### src/hsa_pkg.sv
`timescale 1ns / 1ps
`default_nettype none
// ----------------------------------------------------------------------------
// hsa_pkg
// Shared types, widths, codes and the seed-to-home-slot table of the
// linear-probe slot allocator.
// ----------------------------------------------------------------------------
package hsa_pkg;

	// table size
	localparam int SLOTS = 10;
	localparam int IDX_W = $clog2(SLOTS);
	localparam int FC_W  = $clog2(SLOTS + 1);

	// field widths
	localparam int TYPE_W = 2;
	localparam int SEED_W = 7;
	localparam int KEY_W  = 56;
	localparam int SIDX_W = 6;
	localparam int CODE_W = 3;
	localparam int CNT_W  = 7;

	// request types
	localparam logic [TYPE_W-1:0] REQ_PARK   = 2'd0;
	localparam logic [TYPE_W-1:0] REQ_VACATE = 2'd1;
	localparam logic [TYPE_W-1:0] REQ_LIST   = 2'd2;

	// result codes
	localparam logic [CODE_W-1:0] RC_PARKED  = 3'd0;
	localparam logic [CODE_W-1:0] RC_FULL    = 3'd1;
	localparam logic [CODE_W-1:0] RC_VACATED = 3'd2;
	localparam logic [CODE_W-1:0] RC_LISTED  = 3'd3;
	localparam logic [CODE_W-1:0] RC_SUMMARY = 3'd4;

	// one slot in the table RAM; a slot never written is tracked apart
	typedef struct packed {
		logic             occ;
		logic [KEY_W-1:0] key;
	} slot_word_t;

	localparam int WORD_W = $bits(slot_word_t);

	// one result beat
	typedef struct packed {
		logic [SIDX_W-1:0] slot_index;
		logic [KEY_W-1:0]  slot_key;
		logic [CODE_W-1:0] result_code;
		logic [CNT_W-1:0]  free_count;
		logic [CNT_W-1:0]  used_count;
		logic              last;
	} rsp_t;

	// home slot for every possible seed, built at elaboration
	typedef logic [IDX_W-1:0] home_tbl_t [2**SEED_W];

	function automatic home_tbl_t build_home_tbl();
		home_tbl_t tbl;
		for (int s = 0; s < 2**SEED_W; s++) begin
			tbl[s] = IDX_W'(s % SLOTS);
		end
		return tbl;
	endfunction

	localparam home_tbl_t HOME_TBL = build_home_tbl();

endpackage
`default_nettype wire

### src/hsa_ram.sv
`timescale 1ns / 1ps
`default_nettype none
// ----------------------------------------------------------------------------
// hsa_ram
// Generic single-clock RAM, one write port and one read port, registered
// read data that holds while no read is issued.
// ----------------------------------------------------------------------------
module hsa_ram #(
	parameter int WIDTH = 8,
	parameter int DEPTH = 16
) (
	input  wire logic                     clk,
	input  wire logic                     wr_en,
	input  wire logic [$clog2(DEPTH)-1:0] wr_addr,
	input  wire logic [WIDTH-1:0]         wr_data,
	input  wire logic                     rd_en,
	input  wire logic [$clog2(DEPTH)-1:0] rd_addr,
	output logic      [WIDTH-1:0]         rd_data
);

	logic [WIDTH-1:0] mem_q [DEPTH];

	always_ff @(posedge clk) begin
		if (wr_en) begin
			mem_q[wr_addr] <= wr_data;
		end
		if (rd_en) begin
			rd_data <= mem_q[rd_addr];
		end
	end

endmodule
`default_nettype wire

### src/hsa_out.sv
`timescale 1ns / 1ps
`default_nettype none
// ----------------------------------------------------------------------------
// hsa_out
// Output register for result beats; frees itself in the cycle the
// receiver takes the held beat, so a new beat can load back to back.
// ----------------------------------------------------------------------------
module hsa_out (
	input  wire logic         clk,
	input  wire logic         arst_n,
	input  wire logic         push,
	input  wire hsa_pkg::rsp_t push_data,
	output logic              ready,
	input  wire logic         stall,
	output logic              valid,
	output hsa_pkg::rsp_t     data
);

	logic          valid_q;
	hsa_pkg::rsp_t data_q;

	assign ready = !valid_q || !stall;
	assign valid = valid_q;
	assign data  = data_q;

	always_ff @(posedge clk or negedge arst_n) begin
		if (!arst_n) begin
			valid_q <= 1'b0;
		end else if (push) begin
			valid_q <= 1'b1;
		end else if (!stall) begin
			valid_q <= 1'b0;
		end
	end

	always_ff @(posedge clk) begin
		if (push) begin
			data_q <= push_data;
		end
	end

endmodule
`default_nettype wire

### src/hash_slot_allocator_linear_probe_unit.sv
`timescale 1ns / 1ps
`default_nettype none
// ----------------------------------------------------------------------------
// hash_slot_allocator_linear_probe_unit
// Slot table with open addressing, linear probing and tombstones.
// ----------------------------------------------------------------------------
// Usage:
//  Request channel (req_valid / req_stall, fields req_type, hash_seed,
//  key_code): a beat is taken when req_valid is high and req_stall low.
//  req_stall is high from the accepted beat until its summary beat has
//  been loaded into the output register; one request is worked at a time.
//  Result channel (rsp_valid / rsp_stall): each request yields zero or more
//  per-slot beats and then one summary beat with last set. Counts on every
//  beat are those after the whole request.
//  Timing: the table RAM is read one slot per cycle while the output
//  register takes beats, a streamed read with registered read data. A park
//  probes from its home slot until it lands or has read all SLOTS slots; a
//  list scans every slot once; a vacate scans twice, once to settle the
//  occupied count and once to mark and report; an unknown type goes straight
//  to its summary. A stalled output register holds the scan; nothing is lost.
//  Reset clears all slots to empty through a written-flag per slot, at once;
//  the RAM itself needs no clearing pass. Scan reads and writes never hit
//  the same slot in one cycle, so the RAM needs no forwarding path.
// ----------------------------------------------------------------------------
module hash_slot_allocator_linear_probe_unit (
	input  wire logic                         clk,
	input  wire logic                         arst_n,
	input  wire logic                         req_valid,
	output logic                              req_stall,
	input  wire logic [hsa_pkg::TYPE_W-1:0]   req_type,
	input  wire logic [hsa_pkg::SEED_W-1:0]   hash_seed,
	input  wire logic [hsa_pkg::KEY_W-1:0]    key_code,
	output logic                              rsp_valid,
	input  wire logic                         rsp_stall,
	output logic      [hsa_pkg::SIDX_W-1:0]   slot_index,
	output logic      [hsa_pkg::KEY_W-1:0]    slot_key,
	output logic      [hsa_pkg::CODE_W-1:0]   result_code,
	output logic      [hsa_pkg::CNT_W-1:0]    free_count,
	output logic      [hsa_pkg::CNT_W-1:0]    used_count,
	output logic                              last
);

	typedef enum logic [3:0] {
		ST_IDLE = 4'b0001,
		ST_SCAN = 4'b0010,
		ST_FULL = 4'b0100,
		ST_SUMM = 4'b1000
	} state_t;

	state_t                         state_q;
	logic   [hsa_pkg::TYPE_W-1:0]   type_q;
	logic   [hsa_pkg::KEY_W-1:0]    key_q;
	logic                           vac2_q;     // second vacate pass
	logic   [hsa_pkg::IDX_W-1:0]    floc_q;     // next slot to fetch
	logic   [hsa_pkg::FC_W-1:0]     fcnt_q;     // fetches issued
	logic                           valid_s1;   // RAM data valid for loc_s1
	logic   [hsa_pkg::IDX_W-1:0]    loc_s1;
	logic   [hsa_pkg::CNT_W-1:0]    used_q;
	logic   [hsa_pkg::SLOTS-1:0]    written_q;

	logic                           req_acc;
	logic                           is_scan, is_full, is_summ;
	hsa_pkg::slot_word_t            rd_word;
	logic   [hsa_pkg::WORD_W-1:0]   ram_rdata;
	hsa_pkg::slot_word_t            wr_word;
	logic                           slot_written, occ_hit, key_hit;
	logic                           want_emit, vac_dec;
	logic   [hsa_pkg::CODE_W-1:0]   scan_code;
	logic   [hsa_pkg::KEY_W-1:0]    scan_key;
	logic                           scan_emit, scan_fire, hold;
	logic                           park_done, issue, scan_end;
	logic                           ram_wr_en;
	logic                           out_ready, push;
	hsa_pkg::rsp_t                  push_data, rsp_data;
	logic   [hsa_pkg::CNT_W-1:0]    emit_used;

	assign is_scan   = (state_q == ST_SCAN);
	assign is_full   = (state_q == ST_FULL);
	assign is_summ   = (state_q == ST_SUMM);
	assign req_stall = (state_q != ST_IDLE);
	assign req_acc   = req_valid && !req_stall;

	// ---------------- slot evaluation on RAM read data ----------------
	always_comb begin
		rd_word      = hsa_pkg::slot_word_t'(ram_rdata);
		slot_written = written_q[loc_s1];
		occ_hit      = slot_written && rd_word.occ;
		key_hit      = slot_written && (rd_word.key == key_q);
		want_emit    = 1'b0;
		vac_dec      = 1'b0;
		scan_code    = hsa_pkg::RC_SUMMARY;
		scan_key     = rd_word.key;
		case (type_q)
			hsa_pkg::REQ_PARK: begin
				// first empty or left slot takes the key
				want_emit = !occ_hit;
				scan_code = hsa_pkg::RC_PARKED;
				scan_key  = key_q;
			end
			hsa_pkg::REQ_VACATE: begin
				// pass one only counts occupied matches, pass two marks and reports every match, left slots too
				want_emit = vac2_q && key_hit;
				vac_dec   = !vac2_q && key_hit && rd_word.occ;
				scan_code = hsa_pkg::RC_VACATED;
			end
			hsa_pkg::REQ_LIST: begin
				want_emit = occ_hit;
				scan_code = hsa_pkg::RC_LISTED;
			end
			default: begin
			end
		endcase
	end

	assign scan_emit = is_scan && valid_s1 && want_emit;
	assign hold      = scan_emit && !out_ready;
	assign scan_fire = scan_emit && out_ready;
	assign park_done = scan_fire && (type_q == hsa_pkg::REQ_PARK);
	assign issue     = is_scan && !hold && !park_done
	                   && (fcnt_q != hsa_pkg::FC_W'(hsa_pkg::SLOTS));
	assign scan_end  = is_scan && !valid_s1
	                   && (fcnt_q == hsa_pkg::FC_W'(hsa_pkg::SLOTS));

	// write back on the beat that reports the slot
	assign ram_wr_en = scan_fire && (type_q != hsa_pkg::REQ_LIST);
	always_comb begin
		wr_word.occ = (type_q == hsa_pkg::REQ_PARK);
		wr_word.key = (type_q == hsa_pkg::REQ_PARK) ? key_q : rd_word.key;
	end

	hsa_ram #(
		.WIDTH (hsa_pkg::WORD_W),
		.DEPTH (hsa_pkg::SLOTS)
	) u_slot_ram (
		.clk     (clk),
		.wr_en   (ram_wr_en),
		.wr_addr (loc_s1),
		.wr_data (wr_word),
		.rd_en   (issue),
		.rd_addr (floc_q),
		.rd_data (ram_rdata)
	);

	// ---------------- result beat ----------------
	assign push = (scan_emit || is_full || is_summ) && out_ready;

	always_comb begin
		emit_used = (is_scan && type_q == hsa_pkg::REQ_PARK)
		            ? used_q + hsa_pkg::CNT_W'(1) : used_q;
		push_data.free_count = hsa_pkg::CNT_W'(hsa_pkg::SLOTS) - emit_used;
		push_data.used_count = emit_used;
		push_data.slot_index = '0;
		push_data.slot_key   = '0;
		push_data.result_code = hsa_pkg::RC_SUMMARY;
		push_data.last       = 1'b0;
		if (is_scan) begin
			push_data.slot_index  = hsa_pkg::SIDX_W'(loc_s1);
			push_data.slot_key    = scan_key;
			push_data.result_code = scan_code;
		end else if (is_full) begin
			push_data.slot_key    = key_q;
			push_data.result_code = hsa_pkg::RC_FULL;
		end else begin
			push_data.last = 1'b1;
		end
	end

	hsa_out u_out (
		.clk       (clk),
		.arst_n    (arst_n),
		.push      (push),
		.push_data (push_data),
		.ready     (out_ready),
		.stall     (rsp_stall),
		.valid     (rsp_valid),
		.data      (rsp_data)
	);

	assign slot_index  = rsp_data.slot_index;
	assign slot_key    = rsp_data.slot_key;
	assign result_code = rsp_data.result_code;
	assign free_count  = rsp_data.free_count;
	assign used_count  = rsp_data.used_count;
	assign last        = rsp_data.last;

	// ---------------- control ----------------
	always_ff @(posedge clk or negedge arst_n) begin
		if (!arst_n) begin
			state_q   <= ST_IDLE;
			vac2_q    <= 1'b0;
			fcnt_q    <= '0;
			valid_s1  <= 1'b0;
			used_q    <= '0;
			written_q <= '0;
		end else begin
			// no fetch goes out on the parking beat, so the stage empties
			if (is_scan && !hold) begin
				valid_s1 <= issue;
			end
			if (issue) begin
				fcnt_q <= fcnt_q + hsa_pkg::FC_W'(1);
			end
			if (park_done) begin
				used_q            <= used_q + hsa_pkg::CNT_W'(1);
				written_q[loc_s1] <= 1'b1;
			end
			if (is_scan && valid_s1 && vac_dec) begin
				used_q <= used_q - hsa_pkg::CNT_W'(1);
			end
			unique case (state_q)
				ST_IDLE: begin
					if (req_acc) begin
						fcnt_q   <= '0;
						valid_s1 <= 1'b0;
						vac2_q   <= 1'b0;
						if (req_type == hsa_pkg::REQ_PARK
						    || req_type == hsa_pkg::REQ_VACATE
						    || req_type == hsa_pkg::REQ_LIST) begin
							state_q <= ST_SCAN;
						end else begin
							state_q <= ST_SUMM;
						end
					end
				end
				ST_SCAN: begin
					if (park_done) begin
						state_q <= ST_SUMM;
					end else if (scan_end) begin
						if (type_q == hsa_pkg::REQ_PARK) begin
							state_q <= ST_FULL;
						end else if (type_q == hsa_pkg::REQ_VACATE && !vac2_q) begin
							vac2_q <= 1'b1;
							fcnt_q <= '0;
						end else begin
							state_q <= ST_SUMM;
						end
					end
				end
				ST_FULL: begin
					if (out_ready) begin
						state_q <= ST_SUMM;
					end
				end
				ST_SUMM: begin
					if (out_ready) begin
						state_q <= ST_IDLE;
					end
				end
				default: begin
					state_q <= ST_IDLE;
				end
			endcase
		end
	end

	// fetch pointer and request payload
	always_ff @(posedge clk) begin
		if (req_acc) begin
			type_q <= req_type;
			key_q  <= key_code;
			floc_q <= (req_type == hsa_pkg::REQ_PARK) ? hsa_pkg::HOME_TBL[hash_seed] : '0;
		end else if (issue) begin
			floc_q <= (floc_q == hsa_pkg::IDX_W'(hsa_pkg::SLOTS - 1))
			          ? '0 : floc_q + hsa_pkg::IDX_W'(1);
		end else if (scan_end && type_q == hsa_pkg::REQ_VACATE && !vac2_q) begin
			floc_q <= '0;
		end
		if (is_scan && !hold) begin
			loc_s1 <= floc_q;
		end
	end

	// ---------------- assertions ----------------
	a_no_rw_same_slot: assert property (@(posedge clk) disable iff (!arst_n)
		(issue && ram_wr_en) |-> (floc_q != loc_s1))
		else $error("RAM read and write hit the same slot");

	a_used_bound: assert property (@(posedge clk) disable iff (!arst_n)
		used_q <= hsa_pkg::CNT_W'(hsa_pkg::SLOTS))
		else $error("occupied count above table size");

	a_hold_keeps_slot: assert property (@(posedge clk) disable iff (!arst_n)
		hold |=> (valid_s1 && $stable(loc_s1)))
		else $error("evaluated slot moved during output stall");

	a_accept_leaves_idle: assert property (@(posedge clk) disable iff (!arst_n)
		req_acc |=> req_stall)
		else $error("request accepted but block did not go busy");

	a_summary_frees: assert property (@(posedge clk) disable iff (!arst_n)
		(is_summ && out_ready) |=> !req_stall)
		else $error("summary sent but block still busy");

endmodule
`default_nettype wire

### config.mk
export PLATFORM = sky130hd
export DESIGN_NAME = hash_slot_allocator_linear_probe_unit
export DESIGN_NICKNAME = d
export VERILOG_FILES = /design/src/hsa_pkg.sv /design/src/hsa_ram.sv /design/src/hsa_out.sv /design/src/hash_slot_allocator_linear_probe_unit.sv
export SDC_FILE = /design/constraint.sdc
export NUM_CORES = 1
export LEC_CHECK = 0
export ABC_AREA = 1
export BUFFER_PORTS_ARGS = -buffer_cell sky130_fd_sc_hd__buf_2
export CORE_MARGIN = 5
export CORE_UTILIZATION = 65
export DETAILED_ROUTE_END_ITERATION = 16
export PLACE_DENSITY = 0.88
export RECOVER_POWER = 25
export SLEW_MARGIN = 40
export SYNTH_ARGS = -nofsm -noshare
export SYNTH_HDL_FRONTEND = slang
export SYNTH_SLANG_ARGS = --single-unit
export TNS_END_PERCENT = 5
### constraint.sdc
create_clock -name clk -period 17.2 [get_ports clk]
set_clock_uncertainty 0.2 [all_clocks]
set_input_delay 0.86 -clock clk [delete_from_list [all_inputs] [get_ports clk]]
set_output_delay 0.86 -clock clk [all_outputs]
set_load 0.01 [all_outputs]
; After elaboration in Yosys (flattened, before gate mapping)
; Memories as Yosys holds them, arrays and structs flattened. A register that Yosys moved wholly into a read port is not among the register bits.
; Index checks and enable logic that the tools add are counted.
[totals]
reg_bits = 174
latchBits = 0
ramBits = 570
rom_bits = 512
inputBits = 69
out_inout_bits = 82
word_cells = 149
memories = 2
[memory_table]
columns = name, depth, width, read_ports, rd_clocked_by_memory_dff, write_ports, line_no
row1 = u_slot_ram.mem_q, 10, 57, 1, 1, 1, hsa_ram.sv:21  ; logic [WIDTH-1:0] mem_q [DEPTH];
row2 = (no name shown), 128, 4, 1, 0, 0, hash_slot_allocator_linear_probe_unit.sv:261  ; floc_q <= (req_type == hsa_pkg::REQ_PARK) ? hsa_pkg::HOME_TBL[hash_seed] : '0;
[op_classes]
add_sub_neg = 5
mul = 0
n_div = 0
magnitude_cmp = 3
eq_ne = 24
shift = 0
mux = 50
bitwise = 2
n_reduce_logical = 45
[op_table]
columns = operator, count
row1 = $mux 59, 2
row2 = $mux 4, 21
row3 = $eq 56x56->1, 1
row4 = $mux 56, 1
row5 = $logic_and 1x1->1, 24
row6 = $mux 7, 3
row7 = $mux 1, 16
row8 = $pmux 4 s4, 1
row9 = $eq 4x4->1 const B, 3
row10 = $ne 2x1->1 const B, 5
row11 = $or 10x10->10, 1
row12 = $logic_not 1->1, 9
row13 = $pmux 3 s3, 1
row14 = $add 4x1->4 const B, 2
row15 = $ge 8x8->1 const B, 1
row16 = $ne 2x2->1 const B, 4
row17 = $not 7->8, 1
row18 = $pmux 4 s2, 1
row19 = $add 7x1->7 const B, 1
row20 = $sub 4x7->7 const A, 1
row21 = $sub 7x1->7 const B, 1
row22 = $reduce_and 6->1, 1
row23 = $logic_or 1x1->1, 5
row24 = $lt 4x5->1 const B, 1
row25 = 18 further kinds, 22

; Depth between registers and ports, before layout
; Gate-level depths: netlist of the first run.
[depth]
ltp_word = 17
ltp_mapped = 18
depth_no_buf = 17

; By module
; From an unflattened synthesis of the first run, not the netlist that was laid out.
[hier_totals]
hier_cells = 3309
area_unflattened_um2 = 34739.6
[modules_own_cells]
columns = module, instances, cells_per_inst, area_per_inst_um2, seq_area_each_um2
row1 = hsa_ram, 1, 2246, 25574.5, 18828.1
row2 = hash_slot_allocator_linear_probe_unit, 1, 979, 6721.4, 2658.8
row3 = hsa_out, 1, 84, 2443.6, 2427.3

; Least setup slack after synthesis of the first run
; Ideal clock, no wire load.
[synth_timing]
path_kind = flip-flop to flip-flop
startpoint = reg type_q[0] in the netlist's numbering
endpoint = reg u_out.data_q (netlist bit u_out.data[0]), enable pin
setup_time_ps = 538
arrival_time_ps = 5198
t_required_ps = 16462
setup_slack_ps = 11264
stages_incl_launch_ff = 10
n_path_buf = 1
synth_period_minus_slack_ps = 5936
path_cell_list = edfxtp_1 > inv_1 > ha_1 > clkbuf_1 > nand2_1 > nand2_1 > inv_1 > nand2_2 > nand2_1 > a21oi_1
[synth_via]
elab_chain_len = 6
word_cells_on_any_way = 8
classes_between = 2 x eq/ne / 1 x mux / 5 x reduce/logical
[synth_lines]
columns = item, line_no
row1 = from (decl), hash_slot_allocator_linear_probe_unit.sv:51  ; logic [hsa_pkg::TYPE_W-1:0] type_q;
row2 = from (signal assigned), hash_slot_allocator_linear_probe_unit.sv:259  ; type_q <= req_type;
row3 = $logic_not 2->1, --
row4 = net u_slot_ram.wr_data[56], hsa_ram.sv:15  ; input wire logic [WIDTH-1:0] wr_data,
row5 = $pmux 1 s3, hash_slot_allocator_linear_probe_unit.sv:93  ; case (type_q)
row6 = $logic_and 1x1->1, hash_slot_allocator_linear_probe_unit.sv:115  ; assign scan_emit = is_scan && valid_s1 && want_emit;
row7 = $logic_or 1x1->1 (2 in a row), hash_slot_allocator_linear_probe_unit.sv:145  ; assign push = (scan_emit || is_full || is_summ) && out_ready;
row8 = $logic_and 1x1->1, hash_slot_allocator_linear_probe_unit.sv:145
row9 = net push, hash_slot_allocator_linear_probe_unit.sv:73  ; logic out_ready, push;
row10 = to (signal assigned), hsa_out.sv:38  ; data_q <= push_data;
row11 = to (decl), hsa_out.sv:20  ; hsa_pkg::rsp_t data_q;
; The timed path passes the listed nets, and every way through them passes these cells.
; A chain may end at the register's enable or synchronous reset.

; Final worst setup path of the first run
[layout_timing]
startpoint = reg state_q[3]
endpoint = mem u_slot_ram.mem_q[8][49] in the netlist's numbering, enable pin
[layout_via]
elab_chain_len = 7
[layout_lines]
columns = item, line_no
row1 = from (decl), hash_slot_allocator_linear_probe_unit.sv:50  ; state_t state_q;
row2 = from (signal assigned), hash_slot_allocator_linear_probe_unit.sv:189  ; state_q <= ST_IDLE;
row3 = from (signal assigned), hash_slot_allocator_linear_probe_unit.sv:219  ; state_q <= ST_SCAN;
row4 = from (signal assigned), hash_slot_allocator_linear_probe_unit.sv:221  ; state_q <= ST_SUMM;
row5 = $eq 4x2->1, hash_slot_allocator_linear_probe_unit.sv:77  ; assign is_scan = (state_q == ST_SCAN);
row6 = $logic_and 1x1->1 (2 in a row), hash_slot_allocator_linear_probe_unit.sv:115
row7 = $logic_and 1x1->1, hash_slot_allocator_linear_probe_unit.sv:117  ; assign scan_fire = scan_emit && out_ready;
row8 = $logic_and 1x1->1, hash_slot_allocator_linear_probe_unit.sv:125  ; assign ram_wr_en = scan_fire && (type_q != hsa_pkg::REQ_LIST);
row9 = $mux 1, hsa_ram.sv:24  ; if (wr_en) begin
row10 = $mux 1 (not written as such), hsa_ram.sv:25  ; mem_q[wr_addr] <= wr_data;
row11 = to (decl), hsa_ram.sv:21
; No other way between the ends.

==> run_results.csv, run 1 <==
group,metric,value,unit
drt,drtIter0Drc,3928,
drt,first_pass_iters,7,
critical_path,start_kind,"flip-flop",
global_route,track_usage,29.7,%
die,num_rows,81,
finish,fin_area,36100,um2
drt,ant_nets,0,
finish,stdcell_count,3436,
worst_hold_path,hold_path_depth,1,
finish,area_delta_synth_final,11.6,%
timing,fin_crit_sh,48.7,%
synthesis,synth_fa_ha_area_share,0.619,%
die,start_util,66.0,%
cts,ctsResizeCount,0,
drt,avgRoutedWirePerCell,23.9,um
critical_path,path_class,"flip-flop to flip-flop",
cts,htreeDepth,3,
cts,cts_buffers,78,
synthesis,synth-async-reset-ratio,3.51,%
synthesis,synth_top_family_by_area,"compound AO/OA/AOI/OAI gates",
global_route,overflow,0,
power_and_ir_drop,leakage,0.0126,uW
synthesis,seq_area_frac_synth,73.6,%
timing,hold_violations,0,
timing,maxSlewHeadroom,-187,%
timing,worst_pin_slew,4.31,ns
global_route,first_global_vias,22900,
critical_path,endpoint_kind,"flip-flop",
global_route,grt_max_degree,173,
synthesis,synth_area,32400,um2
synthesis,avgSynthCellArea,12.5,um2
cts,clk_pin_slew,0.06,ns
finish,nNetsFinal,2794,
timing,slew_violations,515,
die,die_y,233,um
critical_path,cp_slowest_cell,"clkbuf_1",
cts,cts_tree,"yes",
die,io_pins,151,
timing,setup_viol,0,
drt,wirelength,82.3,mm
synthesis,ys_warn_count,0,
synthesis,synthXorXnorAreaFrac,1.19,%
die,coreArea,49100,um2
timing,fin_hold_ws,0.211,ns
synthesis,synth.distinct_cells,50,
synthesis,synth-compound-area-share,11.8,%
critical_path,arrival,8.41,ns
place,gp_congestion,0.863,
run_status,status,"finished, violations left",
finish,final_cell_mix,"770 x edfxtp_1, 440 x nand2_1, 361 x o21ai_0",
place,place_area,33700,um2
cts,cts.sinks,798,
die,die_x,233,um
critical_path,slowest_delay,2.81,ns
timing,finalSetupTns,0,ns
finish,fillers,2779,
finish,layout-drive-gt1-share,8.48,%
timing,timing.fmax,119,MHz
global_route,antenna_found_initial,1,
die,die_area,54300,um2
finish,final_common_cell,"edfxtp_1",
cts,clock_latency,0.62,ns
power_and_ir_drop,power_density,154,nW/um2
synthesis,synthMuxAreaShare,0.0309,%
critical_path,crit_chain,"nor2_1, inv_1, nor3_4, clkbuf_1, clkinvlp_2, nor2_2, inv_2, nor2_4, nand3_4, or2_2, nor2_4, buf_4",
place,dp.cells,3290,
cts,hold_buffers,0,
global_route,grt_pass1_wl,124,mm
synthesis,synth_edf_count,770,
cts,cts_max_path_buffers,3,
run_status,violations,"capacitance limit, slew limit",
cts,post_cts_buffers,0,
drt,drc,0,
place,dpl.hpwl,41.7,mm
cts,root_buffer,"clkbuf_16",
synthesis,syn_inst,2592,
drt,vias_per_cell,6.54,
critical_path,crit_top_cell,"nor2_4",
drt,num_vias,22500,
power_and_ir_drop,ir_drop,0.0916,mV
timing,period_minus_slack,8.37,ns
worst_hold_path,min_path_type,"input port to flip-flop",
synthesis,yosys.area_share.simple,9.22,%
critical_path,cp.required,17.24,ns
timing,rsz0062_at_grt,"false",
critical_path,r2r_cells,12,
place,portBuffers,148,
synthesis,synth_flop_cell,"edfxtp_1",
synthesis,ys_ff_latch,798,
critical_path,cp_max_fo,63,
run,drv_cap,10,
cells in the mapped netlist, drive strengths merged (8+ instances only):
library cell	count	area, um2
edfxtp	770	23100
nand2	442	1660
o21ai	427	2140
nor2	262	1040
inv	149	562
a21oi	130	654
clkbuf	121	454
o22ai	59	369
a221oi	58	508
xor2	36	315
dfrtp	27	676
nand3	27	168
buf	22	119
ha	16	200
nor3	8	51.3
xnor2	8	70.1
power breakdown:
group | internal [uW] | switching, uW
combinational | 350 | 1020
sequential | 2450 | 70.8
clock | 962 | 719
total | 3760 | 1810
worst max-delay path: cells and delay by family, from the launching register on:
family | cells | cell delay [ns]
buffers and inverters | 5 | 5.43
flip-flops | 1 | 0.40
AND/OR/NAND/NOR | 7 | 1.92
sequential cells by signal, indices dropped and copies added, names as in the netlist:
name / cells
valid_s1: 1
written_q: 10
used_q: 7
type_q: 2
loc_s1: 4
u_out.valid: 1
vac2_q: 1
u_slot_ram.rd_data: 57
fcnt_q: 4
floc_q: 4
u_out.data: 77
u_slot_ram.mem_q: 570
key_q: 56
state_q: 4
layout make-up:
type / count / area (um2) / share of cell area (%)
clock buffer: 99 / 2120 / 5.86
multi-input combinational: 1502 / 7480 / 20.7
clock inverter: 43 / 373 / 1.03
tap: 664 / 831 / 2.30
timing repair buffer: 179 / 925 / 2.56
sequential: 798 / 23800 / 65.9
antenna: 1 / 2.50 / 0.00693
inverter: 150 / 581 / 1.61
final timing paths:
path                       slack (ns)                      end         start
max                              8.83  u_slot_ram.mem_q[8][49]    state_q[3]
min                              0.21                key_q[44]  key_code[44]
max reg2reg                      8.83  u_slot_ram.mem_q[8][49]    state_q[3]
min reg2reg                      0.29             written_q[8]  written_q[8]
max in group asynchronous       15.37                   vac2_q        arst_n
min in group asynchronous        0.47             written_q[2]        arst_n
cell families after synthesis:
kind of cell,count (synthesis)
xor+xnor,44
other cells,1
buf+inv,293
fa+ha+maj,16
mux,1
simple gates,746
compound gates,693
flops,798
stage by stage:
step | worst slack [ns] | util (%) | total power, uW
3_3_place_gp | 12.65 | 68.6 | 3730
5_1_grt | 8.60 | 73.7 | 5770
6_report | 8.83 | 73.7 | 5570
4_1_cts | 12.52 | 73.8 | 5510
2_1_floorplan | 11.26 | - | 3390
3_5_place_dp | 12.56 | 68.8 | 3820
layer usage:
metal	global-route usage, %	wire [um]	up-vias
li1	-	-	9538
met1	37.0	27200	10700
met2	50.8	41800	1917
met3	5.03	9490	351
met4	14.9	3790	0
met5	0	0	-
Power figures use the tool's default switching activity.
==> run 2, diff against run 1 <==
--- a/config.mk
+++ b/config.mk
@@ -8,9 +8,9 @@
 export ABC_AREA = 1
 export BUFFER_PORTS_ARGS = -buffer_cell sky130_fd_sc_hd__buf_2
 export CORE_MARGIN = 5
-export CORE_UTILIZATION = 65
+export CORE_UTILIZATION = 55
 export DETAILED_ROUTE_END_ITERATION = 16
-export PLACE_DENSITY = 0.88
+export PLACE_DENSITY = 0.79
 export RECOVER_POWER = 25
 export SLEW_MARGIN = 40
 export SYNTH_ARGS = -nofsm -noshare
==> constraint.sdc (replaced) <==
create_clock -name clk -period 7 [get_ports clk]
set_clock_uncertainty 0.2 [all_clocks]
set_input_delay 0.35 -clock clk [delete_from_list [all_inputs] [get_ports clk]]
set_output_delay 0.35 -clock clk [all_outputs]
set_load 0.01 [all_outputs]
==> run_results.csv, run 2 (same netlist as run 1, synthesis figures left out) <==
group,metric,value,unit
critical_path,arrival,5.26,ns
power_and_ir_drop,leakage,0.0130,uW
timing,fin_hold_ws,0.0395,ns
global_route,first_global_vias,22200,
finish,diodes,0,
timing,slew_violations,240,
finish,largest_reg_flops,570,
timing,period_minus_slack,5.15,ns
drt,drc,0,
finish,stdcell_count,3629,
die,coreArea,58700,um2
critical_path,cp_slowest_cell,"clkbuf_1",
global_route,track_usage,23.9,%
run_status,status,"finished, violations left",
cts,htreeDepth,3,
finish,layout-drive-gt1-share,8.02,%
drt,avgRoutedWirePerCell,21.4,um
critical_path,crit_top_cell,"o21ai_0",
cts,root_buffer,"clkbuf_16",
cts,cts_max_path_buffers,3,
run,drv_cap,6,
place,dpl.hpwl,44.9,mm
finish,fillers,4075,
place,portBuffers,148,
finish,multi_input_area,7450,um2
critical_path,endpoint_kind,"flip-flop",
power_and_ir_drop,ir_drop,0.223,mV
drt,vias_per_cell,5.99,
critical_path,cp_max_fo,61,
finish,final_common_cell,"edfxtp_1",
place,gp_congestion,0.850,
finish,final_cell_mix,"770 x edfxtp_1, 440 x nand2_1, 360 x o21ai_0",
die,num_rows,89,
drt,drtIter0Drc,2641,
cts,cts_tree,"yes",
power_and_ir_drop,power_density,365,nW/um2
die,die_area,63800,um2
die,start_util,55.1,%
cts,cts_buffers,81,
cts,cts.sinks,798,
die,die_y,253,um
global_route,antenna_found_initial,0,
timing,maxSlewHeadroom,-125,%
global_route,overflow,0,
critical_path,path_class,"flip-flop to flip-flop",
finish,max_flop_register,"u_slot_ram.mem_q",
cts,hold_buffers,62,
cts,post_cts_buffers,0,
timing,timing.fmax,194,MHz
drt,first_pass_iters,7,
cts,ctsResizeCount,0,
cts,clock_latency,0.63,ns
critical_path,slowest_delay,2.37,ns
drt,num_vias,21700,
critical_path,crit_chain,"clkbuf_1, inv_1, nor2_1, inv_4, a21oi_1, a221oi_1, o21ai_0, o21ai_0",
critical_path,crit_buf_inv,3,
die,die_x,253,um
finish,area_delta_synth_final,14.8,%
timing,hold_violations,0,
finish,fin_area,37100,um2
finish,nNetsFinal,2877,
run_status,violations,"capacitance limit, slew limit",
critical_path,cp.required,7.11,ns
timing,finalSetupTns,0,ns
die,io_pins,151,
global_route,grt_pass1_wl,121,mm
critical_path,start_kind,"flip-flop",
place,place_area,34200,um2
finish,ff_latch_area,23800,um2
worst_hold_path,min_path_type,"input port to flip-flop",
global_route,grt_max_degree,210,
critical_path,crit_family,"buffers and inverters",
timing,fin_crit_sh,73.6,%
timing,setup_viol,0,
drt,ant_nets,0,
place,dp.cells,3420,
drt,wirelength,77.7,mm
timing,rsz0062_at_grt,"false",
timing,worst_pin_slew,3.38,ns
cts,clk_pin_slew,0.06,ns
## run 2: layer usage
metal	up-vias	GRT usage, %	part of all wire [%]
li1	9718	-	-
met1	10600	31.1	38
met2	1184	40.8	51
met3	197	3.65	8.3
met4	0	9.79	3.2
met5	-	0	0
## run 2: final cells by class
type | instances | area share (%)
flip-flops and latches | 798 | 64.2
multi-input cells | 1502 | 20.1
clock buffers | 103 | 5.82
repair buffers | 259 | 4.83
well taps | 773 | 2.60
inverters | 150 | 1.58
clock inverters | 44 | 0.947
## run 2: metrics by stage
step	power, uW	setup slack [ns]	util (%)
final	13600	1.85	63.3
after global routing	14200	1.60	63.3
after CTS	13600	2.49	63.6
after detailed placement	9480	2.54	58.3
after global placement	9260	2.29	57.7
after floorplan	8330	1.06	-
## run 2: worst paths after layout
| kind | start | end | slack, ns | cells after the start |
|---|---|---|---|---|
| worst max-delay path | floc_q[2] | u_slot_ram.rd_data[32] | 1.85 | 8 |
| worst min-delay path | rsp_stall | u_out.valid | 0.04 | 3 |
| worst max register to register | floc_q[2] | u_slot_ram.rd_data[32] | 1.85 | 8 |
| worst min register to register | written_q[0] | written_q[0] | 0.26 | 2 |
| max in group asynchronous | arst_n | used_q[0] | 5.19 | 2 |
| min in group asynchronous | arst_n | written_q[9] | 0.47 | 2 |
## run 2: power breakdown
part | leakage (uW) | total (uW) | internal [uW] | switching (uW)
clock network | 0.00123 | 4120 | 2350 | 1770
logic | 0.00446 | 3280 | 851 | 2430
registers | 0.00728 | 6160 | 6000 | 163
## run 2: tightest hold or removal path, stage by stage
cell and delay (ns):
buf_2 0.08, nand2_1 0.19, nand3_1 0.18
